==> config.mk <==
export PLATFORM = sky130hd
export DESIGN_NAME = button_click_hold_detector_flat
export DESIGN_NICKNAME = d
export VERILOG_FILES = /design/src/design/bchd_pkg.sv /design/src/design/bchd_in_if.sv /design/src/design/bchd_out_if.sv /design/src/design/button_click_hold_detector.sv /design/src/flat_wrapper.sv
export SDC_FILE = /design/constraint.sdc
export NUM_CORES = 1
export LEC_CHECK = 0
export ABC_AREA = 1
export BUFFER_PORTS_ARGS = -buffer_cell sky130_fd_sc_hd__buf_2
export CAP_MARGIN = 20
export CORE_MARGIN = 1.5
export CORE_UTILIZATION = 35
export CTS_CLUSTER_SIZE = 24
export DETAILED_ROUTE_END_ITERATION = 10
export HOLD_SLACK_MARGIN = 0.12
export SETUP_SLACK_MARGIN = 0.15
export SYNTH_ARGS = -nofsm -noshare
export SYNTH_HDL_FRONTEND = slang
export SYNTH_SLANG_ARGS = --single-unit
==> constraint.sdc <==
create_clock -name clk -period 6.2 [get_ports clk]
set_clock_uncertainty 0.2 [all_clocks]
set_input_delay 0.62 -clock clk [delete_from_list [all_inputs] [get_ports clk]]
set_output_delay 0.62 -clock clk [all_outputs]
set_load 0.005 [all_outputs]
==> src/design/bchd_pkg.sv <==
// ----------------------------------------------------------------------------
// bchd_pkg: button click and hold detector package
// Types, register indexes, reset values and field widths shared by the
// interfaces and the detector.
// ----------------------------------------------------------------------------
package bchd_pkg;

  localparam int MAX_CLICKS_DEF = 15;
  localparam int COUNT_FIELD_W  = 4;
  localparam int TIME_W         = 32;
  localparam int CFG_DATA_W     = 16;
  localparam int CFG_INDEX_W    = 2;

  localparam logic [CFG_INDEX_W-1:0] REG_DEBOUNCE_MS  = 2'd0;
  localparam logic [CFG_INDEX_W-1:0] REG_HOLD_MS      = 2'd1;
  localparam logic [CFG_INDEX_W-1:0] REG_RELEASE_MS   = 2'd2;
  localparam logic [CFG_INDEX_W-1:0] REG_CLOSED_LEVEL = 2'd3;

  localparam logic [CFG_DATA_W-1:0] DEBOUNCE_MS_RST = 16'd50;
  localparam logic [CFG_DATA_W-1:0] HOLD_MS_RST     = 16'd1000;
  localparam logic [CFG_DATA_W-1:0] RELEASE_MS_RST  = 16'd500;
  localparam logic                  CLOSED_LVL_RST  = 1'b0;

  typedef enum logic [1:0] {
    MODE_IDLE     = 2'd0,
    MODE_PRESSED  = 2'd1,
    MODE_HELD     = 2'd2,
    MODE_RELEASED = 2'd3
  } mode_t;

endpackage

==> src/design/bchd_in_if.sv <==
// ----------------------------------------------------------------------------
// bchd_in_if: poll channel
// Valid/ready channel carrying one poll of the button pin and the time.
// ----------------------------------------------------------------------------
interface bchd_in_if
  import bchd_pkg::*;
();
  logic              valid;
  logic              ready;
  logic              raw_level;
  logic [TIME_W-1:0] now_ms;

  modport source (output valid, output raw_level, output now_ms, input ready);
  modport sink   (input valid, input raw_level, input now_ms, output ready);
endinterface

==> src/design/bchd_out_if.sv <==
// ----------------------------------------------------------------------------
// bchd_out_if: result channel
// Valid/ready channel carrying the event flags and counts of one poll.
// ----------------------------------------------------------------------------
interface bchd_out_if
  import bchd_pkg::*;
();
  logic                     valid;
  logic                     ready;
  logic                     is_pressed;
  logic                     click_event;
  logic                     held_event;
  logic                     hold_active;
  logic                     release_event;
  logic [COUNT_FIELD_W-1:0] run_clicks;
  logic [COUNT_FIELD_W-1:0] run_end_clicks;
  logic [COUNT_FIELD_W-1:0] clicks_before_held;
  logic [COUNT_FIELD_W-1:0] clicks_before_hold;

  modport source (
    output valid, output is_pressed, output click_event, output held_event,
    output hold_active, output release_event, output run_clicks,
    output run_end_clicks, output clicks_before_held, output clicks_before_hold,
    input ready
  );
  modport sink (
    input valid, input is_pressed, input click_event, input held_event,
    input hold_active, input release_event, input run_clicks,
    input run_end_clicks, input clicks_before_held, input clicks_before_hold,
    output ready
  );
endinterface

==> src/design/button_click_hold_detector.sv <==
// ----------------------------------------------------------------------------
// button_click_hold_detector: debounced multi-click and hold detector
// Debounces polled button samples and reports clicks, holds, releases and
// the end of click runs, one result transaction per poll transaction.
// ----------------------------------------------------------------------------
// Each poll transaction updates the debounce and mode registers in the cycle
// it is accepted and loads its result into the output register, so results
// appear in the cycle after the poll and a new poll is taken in every cycle
// while no result is stalled. The only stall comes from the output register:
// a poll is refused only while a result is waiting and out_if.ready is low.
// The rate of one poll per cycle holds as the mode state updates on each poll.
// Configuration writes take effect at once and should be made while idle.
module button_click_hold_detector
  import bchd_pkg::*;
#(
  parameter int MAX_CLICKS = MAX_CLICKS_DEF
) (
  input  logic                   clk,
  input  logic                   rst_n,
  bchd_in_if.sink                in_if,
  bchd_out_if.source             out_if,
  input  logic                   cfg_we,
  input  logic [CFG_INDEX_W-1:0] cfg_index,
  input  logic [CFG_DATA_W-1:0]  cfg_wdata
);

  localparam int CNT_W = $clog2(MAX_CLICKS + 1);
  localparam int EXT_W = (CNT_W > COUNT_FIELD_W) ? CNT_W : COUNT_FIELD_W;

  logic [CFG_DATA_W-1:0] debounce_ms_r;
  logic [CFG_DATA_W-1:0] hold_ms_r;
  logic [CFG_DATA_W-1:0] release_ms_r;
  logic                  closed_level_r;

  logic              previous_raw_r;
  logic [TIME_W-1:0] last_change_r;
  logic [TIME_W-1:0] last_change_nxt;
  logic              pressed_r;
  logic              pressed_nxt;
  mode_t             mode_r;
  mode_t             mode_nxt;
  logic [TIME_W-1:0] mode_timer_r;
  logic [TIME_W-1:0] mode_timer_nxt;
  logic [CNT_W-1:0]  count_r;
  logic [CNT_W-1:0]  count_nxt;

  logic              in_fire;
  logic              expired;
  logic [TIME_W-1:0] stable_time;
  logic [TIME_W-1:0] mode_time;
  logic              clicked;
  logic              held;
  logic              hold;
  logic              released;
  logic [CNT_W-1:0]  end_cnt;
  logic [CNT_W-1:0]  held_cnt;
  logic [CNT_W-1:0]  hold_cnt;

  logic [EXT_W-1:0] count_ext;
  logic [EXT_W-1:0] end_ext;
  logic [EXT_W-1:0] held_ext;
  logic [EXT_W-1:0] hold_ext;

  logic                     out_valid_r;
  logic                     is_pressed_r;
  logic                     click_event_r;
  logic                     held_event_r;
  logic                     hold_active_r;
  logic                     release_event_r;
  logic [COUNT_FIELD_W-1:0] run_clicks_r;
  logic [COUNT_FIELD_W-1:0] run_end_clicks_r;
  logic [COUNT_FIELD_W-1:0] clicks_before_held_r;
  logic [COUNT_FIELD_W-1:0] clicks_before_hold_r;

  assign in_if.ready = !out_valid_r || out_if.ready;
  assign in_fire     = in_if.valid && in_if.ready;

  always_ff @(posedge clk) begin
    if (!rst_n) begin
      debounce_ms_r  <= DEBOUNCE_MS_RST;
      hold_ms_r      <= HOLD_MS_RST;
      release_ms_r   <= RELEASE_MS_RST;
      closed_level_r <= CLOSED_LVL_RST;
    end else if (cfg_we) begin
      unique case (cfg_index)
        REG_DEBOUNCE_MS:  debounce_ms_r  <= cfg_wdata;
        REG_HOLD_MS:      hold_ms_r      <= cfg_wdata;
        REG_RELEASE_MS:   release_ms_r   <= cfg_wdata;
        REG_CLOSED_LEVEL: closed_level_r <= cfg_wdata[0];
        default:          ;
      endcase
    end
  end

  assign last_change_nxt = (in_if.raw_level != previous_raw_r) ? in_if.now_ms : last_change_r;
  assign stable_time     = in_if.now_ms - last_change_nxt;
  assign expired         = stable_time > TIME_W'(debounce_ms_r);
  assign mode_time       = in_if.now_ms - mode_timer_r;

  always_comb begin
    mode_nxt       = mode_r;
    mode_timer_nxt = mode_timer_r;
    count_nxt      = count_r;
    pressed_nxt    = pressed_r;
    clicked        = 1'b0;
    held           = 1'b0;
    hold           = 1'b0;
    released       = 1'b0;
    end_cnt        = '0;
    held_cnt       = '0;
    hold_cnt       = '0;
    if (expired) begin
      pressed_nxt = in_if.raw_level ^ closed_level_r;
      if (pressed_nxt) begin
        unique case (mode_r)
          MODE_IDLE: begin
            mode_nxt       = MODE_PRESSED;
            mode_timer_nxt = in_if.now_ms;
            count_nxt      = CNT_W'(1);
            clicked        = 1'b1;
          end
          MODE_PRESSED: begin
            if (mode_time >= TIME_W'(hold_ms_r)) begin
              mode_nxt       = MODE_HELD;
              mode_timer_nxt = in_if.now_ms;
              held           = 1'b1;
              held_cnt       = count_r - CNT_W'(1);
            end
          end
          MODE_HELD: begin
            hold     = 1'b1;
            hold_cnt = count_r - CNT_W'(1);
          end
          MODE_RELEASED: begin
            mode_nxt       = MODE_PRESSED;
            mode_timer_nxt = in_if.now_ms;
            count_nxt      = count_r + CNT_W'(1);
            clicked        = 1'b1;
          end
          default: ;
        endcase
      end else begin
        unique case (mode_r)
          MODE_IDLE: ;
          MODE_PRESSED: begin
            if (count_r == CNT_W'(MAX_CLICKS)) begin
              mode_nxt  = MODE_IDLE;
              end_cnt   = count_r;
              count_nxt = '0;
            end else begin
              mode_nxt = MODE_RELEASED;
            end
            mode_timer_nxt = in_if.now_ms;
            released       = 1'b1;
          end
          MODE_HELD: begin
            mode_nxt       = MODE_IDLE;
            mode_timer_nxt = in_if.now_ms;
            count_nxt      = '0;
            released       = 1'b1;
          end
          MODE_RELEASED: begin
            if (mode_time >= TIME_W'(release_ms_r)) begin
              mode_nxt       = MODE_IDLE;
              mode_timer_nxt = in_if.now_ms;
              end_cnt        = count_r;
              count_nxt      = '0;
            end
          end
          default: ;
        endcase
      end
    end
  end

  always_ff @(posedge clk) begin
    if (!rst_n) begin
      previous_raw_r <= 1'b0;
      last_change_r  <= '0;
      pressed_r      <= 1'b0;
      mode_r         <= MODE_IDLE;
      mode_timer_r   <= '0;
      count_r        <= '0;
    end else if (in_fire) begin
      previous_raw_r <= in_if.raw_level;
      last_change_r  <= last_change_nxt;
      pressed_r      <= pressed_nxt;
      mode_r         <= mode_nxt;
      mode_timer_r   <= mode_timer_nxt;
      count_r        <= count_nxt;
    end
  end

  assign count_ext = EXT_W'(count_nxt);
  assign end_ext   = EXT_W'(end_cnt);
  assign held_ext  = EXT_W'(held_cnt);
  assign hold_ext  = EXT_W'(hold_cnt);

  always_ff @(posedge clk) begin
    if (!rst_n) begin
      out_valid_r <= 1'b0;
    end else if (in_fire) begin
      out_valid_r <= 1'b1;
    end else if (out_if.ready) begin
      out_valid_r <= 1'b0;
    end
  end

  always_ff @(posedge clk) begin
    if (in_fire) begin
      is_pressed_r         <= pressed_nxt;
      click_event_r        <= clicked;
      held_event_r         <= held;
      hold_active_r        <= hold;
      release_event_r      <= released;
      run_clicks_r         <= count_ext[COUNT_FIELD_W-1:0];
      run_end_clicks_r     <= end_ext[COUNT_FIELD_W-1:0];
      clicks_before_held_r <= held_ext[COUNT_FIELD_W-1:0];
      clicks_before_hold_r <= hold_ext[COUNT_FIELD_W-1:0];
    end
  end

  assign out_if.valid              = out_valid_r;
  assign out_if.is_pressed         = is_pressed_r;
  assign out_if.click_event        = click_event_r;
  assign out_if.held_event         = held_event_r;
  assign out_if.hold_active        = hold_active_r;
  assign out_if.release_event      = release_event_r;
  assign out_if.run_clicks         = run_clicks_r;
  assign out_if.run_end_clicks     = run_end_clicks_r;
  assign out_if.clicks_before_held = clicks_before_held_r;
  assign out_if.clicks_before_hold = clicks_before_hold_r;

  a_click_release_exclusive: assert property (@(posedge clk) disable iff (!rst_n)
    out_if.valid |-> !(out_if.click_event && out_if.release_event))
    else $error("click and release flagged in the same result");

  a_held_is_pressed: assert property (@(posedge clk) disable iff (!rst_n)
    (out_if.valid && (out_if.held_event || out_if.hold_active)) |-> out_if.is_pressed)
    else $error("hold reported while the button is not pressed");

  a_run_end_released: assert property (@(posedge clk) disable iff (!rst_n)
    (out_if.valid && (out_if.run_end_clicks != '0)) |-> !out_if.is_pressed)
    else $error("click run ended while the button is pressed");

  a_result_drains: assert property (@(posedge clk) disable iff (!rst_n)
    (out_if.valid && out_if.ready && !in_fire) |=> !out_if.valid)
    else $error("result register stayed full without a new poll");

endmodule
==> src/flat_wrapper.sv <==
// flat-port wrapper written by rule: the top's interface ports become plain ports
module button_click_hold_detector_flat import bchd_pkg::*;
#(
  parameter int MAX_CLICKS = MAX_CLICKS_DEF
)
  (clk, rst_n, cfg_we, cfg_index, cfg_wdata, in_if_valid, in_if_raw_level, in_if_now_ms, in_if_ready, out_if_valid, out_if_is_pressed, out_if_click_event, out_if_held_event, out_if_hold_active, out_if_release_event, out_if_run_clicks, out_if_run_end_clicks, out_if_clicks_before_held, out_if_clicks_before_hold, out_if_ready);
  bchd_in_if in_if_i ();
  bchd_out_if out_if_i ();
  input  logic clk;
  input  logic rst_n;
  input  logic cfg_we;
  input  logic [CFG_INDEX_W-1:0] cfg_index;
  input  logic [CFG_DATA_W-1:0] cfg_wdata;
  input wire logic [$bits(in_if_i.valid)-1:0] in_if_valid;
  input wire logic [$bits(in_if_i.raw_level)-1:0] in_if_raw_level;
  input wire logic [$bits(in_if_i.now_ms)-1:0] in_if_now_ms;
  output wire logic [$bits(in_if_i.ready)-1:0] in_if_ready;
  output wire logic [$bits(out_if_i.valid)-1:0] out_if_valid;
  output wire logic [$bits(out_if_i.is_pressed)-1:0] out_if_is_pressed;
  output wire logic [$bits(out_if_i.click_event)-1:0] out_if_click_event;
  output wire logic [$bits(out_if_i.held_event)-1:0] out_if_held_event;
  output wire logic [$bits(out_if_i.hold_active)-1:0] out_if_hold_active;
  output wire logic [$bits(out_if_i.release_event)-1:0] out_if_release_event;
  output wire logic [$bits(out_if_i.run_clicks)-1:0] out_if_run_clicks;
  output wire logic [$bits(out_if_i.run_end_clicks)-1:0] out_if_run_end_clicks;
  output wire logic [$bits(out_if_i.clicks_before_held)-1:0] out_if_clicks_before_held;
  output wire logic [$bits(out_if_i.clicks_before_hold)-1:0] out_if_clicks_before_hold;
  input wire logic [$bits(out_if_i.ready)-1:0] out_if_ready;
  assign in_if_i.valid = in_if_valid;
  assign in_if_i.raw_level = in_if_raw_level;
  assign in_if_i.now_ms = in_if_now_ms;
  assign in_if_ready = in_if_i.ready;
  assign out_if_valid = out_if_i.valid;
  assign out_if_is_pressed = out_if_i.is_pressed;
  assign out_if_click_event = out_if_i.click_event;
  assign out_if_held_event = out_if_i.held_event;
  assign out_if_hold_active = out_if_i.hold_active;
  assign out_if_release_event = out_if_i.release_event;
  assign out_if_run_clicks = out_if_i.run_clicks;
  assign out_if_run_end_clicks = out_if_i.run_end_clicks;
  assign out_if_clicks_before_held = out_if_i.clicks_before_held;
  assign out_if_clicks_before_hold = out_if_i.clicks_before_hold;
  assign out_if_i.ready = out_if_ready;
  button_click_hold_detector #(.MAX_CLICKS(MAX_CLICKS)) u_core (.clk(clk), .rst_n(rst_n), .in_if(in_if_i), .out_if(out_if_i), .cfg_we(cfg_we), .cfg_index(cfg_index), .cfg_wdata(cfg_wdata));
endmodule
==> key figures <==
Yosys
  – Async S/R FF share, synth: 0%
  – Synth area leaders: dfxtp_1 20%, nand2_1 19%, ha_1 12%, inv_1 11%, nor2_1 5.3%
  – Syn Inst Count: 2020
  – EDFF count, synth: 21
  – Sequential share of the synthesized area: 24.6%
  – FF+latch count, synth: 143
  – Net count after synthesis: 2195
  – Synth cell count leaders: 619 x nand2_1, 381 x inv_1, 177 x nor2_1
  – Synth cell types: 45
  – Share of Yosys cell area claimed by the top area cell type: 19.6%
  – Prevailing post-synth register cell: dfxtp_1
  – Most common cell in the synthesized netlist: nand2_1
  – Post-Syn Area per Cell: 6.18 µm²
  – Mapped cell area: 0.0125 mm²
  – Synth warnings: 0
  – Post-synth top area cell: dfxtp_1

Global route
  – Wire length of the first global-routing pass: 62000 µm
  – GR Layer Usage met1: 28.8%
  – Global Route Usage Sum: 21.9%
  – Busiest layer in global routing: met2
  – Number of global-route vias before repair: 11800
  – Antenna violations before repair: 1
  – Met2 Resource Use GR: 37.1%
  – Global Route met3 Usage: 2.21%
  – Remaining Overflow, GRT: 0
  – Largest net degree at the start of global routing: 89

Place
  – Hpwl dp: 31700 µm
  – Port buffer count: 78
  – Placed cells: 2516
  – GPL Wtd Cong: 0.976

STA
  – Setup-failing EPs final: 0
  – Max-slew headroom at the worst pin: 31.1%
  – Slew of the pin with the lowest slew margin: 1030 ps
  – Period minus WS final: 5290 ps
  – Fmax: 189 MHz
  – Max Slew Vio Count: 0
  – Setup total negative slack: 0 ps
  – RSZ-0062 raised after global routing: false
  – Final Hold Viols: 0
  – Final worst path period share: 85.4%

CTS
  – CTS buffer count: 17
  – Post-CTS setup buffers: 0
  – CTS root buf: clkbuf_16
  – Maximum clock path buffer count: 2
  – Num Clock Sinks: 143
  – Post_cts resized: 0
  – Hold_buf cts: 0
  – Clock transition at the registers of the reported paths: 70 ps
  – CTS tree: done
  – H-tree Lvls: 4
  – Clk Latency, worst-skew pair: 450 ps

Worst setup path
  – Nature of the critical path endpoint: flip-flop
  – Crit path buf inv count: 4
  – CP Data Arrival Time: 5440 ps
  – Top delay family on crit path: simple AND/OR/NAND/NOR gates
  – Worst-path fanout max: 34
  – R2R cell count: 31
  – CP peak stage delay: 710 ps
  – CP startpoint kind: flip-flop
  – Crit path kind: reg2reg
  – Worst path slowest cell: a21oi_4
  – Worst flop-to-flop path startpoint: u_core.previous_raw_r
  – Internal reg-to-reg setup slack: 910 ps
  – Reg2reg end: u_core.mode_timer_r[29]
  – Worst Path Required: 6350 ps
  – Crit-path most repeated cell: nand2_1

Floorplan
  – I/O pin total: 79
  – Placeable Area: 0.0348 mm²
  – Die W: 192 µm
  – Row cnt: 68
  – Initial Util: 35.9%
  – Die Y-Extent: 192 µm
  – Overall die area: 0.0368 mm²

Power and ir drop
  – Combinational group share of total power: 44.3%
  – Final Total Pwr: 3830 µW
  – Int Pwr: 2210 µW
  – Share of total power in sequential cells: 28.0%
  – Sw Pwr: 1620 µW
  – Net switching fraction of the power: 42.2%
  – Leakage: 0.00749 µW
  – Pwr/cell area: 277 mW/mm²
  – Clock power frac: 27.7%
  – Max IR drop VDD: 217 µV

Routing
  – Routed WL: 38900 µm
  – DRC Markers: 0
  – Starting DRT DRC Count: 757
  – Via-per-instance ratio: 4.89
  – 1st-pass router iterations: 5
  – Routed length per instance: 15.3 µm
  – Routed vias: 12500
  – Post-DRT Antenna Nets: 0

Flow run
  – Max_cap viols: 0

Layout
  – Finished Layout Cells: 2548
  – Fraction of layout cells with a size suffix above 1: 9.89%
  – Area Growth Syn to Fin: 11.0%
  – Antenna diodes: 0
  – Filler cell count: 3767
  – Final net count: 2256

Min path
  – Hold_sp: cfg_wdata[6]
  – Hold path endpoint: u_core.release_ms_r[6]
  – Hold/Removal Path Class: in2reg
  – Hold depth: 3

Outcome
  – Status: finished clean
worst min-delay path: stages:
cell	delay, ps
buf_2	100
nand2_1	50
o211ai_1	70
sequential cells by signal, indices dropped and copies added, names as in the netlist, 4 cells and up:
signal and count:
u_core.out_if.clicks_before_held 4, u_core.debounce_ms_r 16, u_core.release_ms_r 16, u_core.count_r 4, u_core.out_if.clicks_before_hold 4, u_core.out_if.run_end_clicks 4
u_core.out_if.run_clicks 4, u_core.mode_timer_r 32, u_core.last_change_r 32, u_core.hold_ms_r 16
cell usage in the layout, fill, tap and decap left out, drive strengths merged, types with 5 or more instances in the layout:
cell	instances
xor2	30
clkbuf	21
nand3b	12
a21oi	110
nand2	639
o21ai	93
nand3	120
dfxtp	122
o21bai	5
nor3	12
inv	391
nor2	223
nand4	19
o211ai	45
edfxtp	21
buf	86
ha	117
area by class of cell:
class	instances	area (µm²)	share of cell area (%)
Clock buffer	21	483	3.49
Clock inverter	10	100	0.723
Inverter	386	1450	10.5
Multi-Input combinational cell	1447	7710	55.7
Sequential cell	143	3070	22.2
Tap cell	455	569	4.11
Timing Repair Buffer	86	465	3.36
cells by family (layout without fill, tap and decap cells):
logic type	after synthesis	count (layout)	synth area share, %
AO/OA/AOI/OAI	266	266	12.1
XOR/XNOR	34	34	2.39
adder cells (fa/ha/maj)	119	119	12.1
buffers and inverters	430	503	13.6
flip-flops	143	143	24.6
AND/OR/NAND/NOR	1028	1028	35.2
metrics by stage:
step	hold slack (ps)	utilization [%]	area, µm²	worst slack [ps]
2_1_floorplan	235	-	12500	1370
3_3_place_gp	248	38.1	13200	411
3_5_place_dp	254	38.1	13200	396
4_1_cts	205	39.7	13800	809
5_1_grt	218	39.8	13800	356
6_report	229	39.8	13800	907
power groups by stage:
| stage | logic [µW] | registers (µW) | clock network [µW] |
|---|---|---|---|
| finish | 1700 | 1070 | 1060 |
| global route | 1950 | 1080 | 1120 |
| CTS | 1700 | 1070 | 1090 |
| detailed placement | 1690 | 1090 | 0 |
| global placement | 1670 | 1090 | 0 |
| floorplan | 1260 | 1080 | 0 |
worst max-delay path by stage:
stage	from	to	slack [ps]	depth (start not counted)
global placement	in_if_raw_level	u_core.mode_timer_r[0]	410	32
detailed placement	in_if_raw_level	u_core.mode_timer_r[0]	400	33
global route	u_core.previous_raw_r	u_core.mode_timer_r[29]	360	31
CTS	u_core.previous_raw_r	u_core.mode_timer_r[0]	810	32
floorplan	in_if_raw_level	u_core.mode_timer_r[2]	1370	36
finish	u_core.previous_raw_r	u_core.mode_timer_r[29]	910	31
routing by layer:
layer | part of all wire [%] | vias up
met4 | 2.6 | 0
met5 | 0 | -
met3 | 3.6 | 47
met2 | 47 | 268
li1 | - | 6456
met1 | 47 | 5701
No activity file was read; power rests on OpenSTA's default activity.
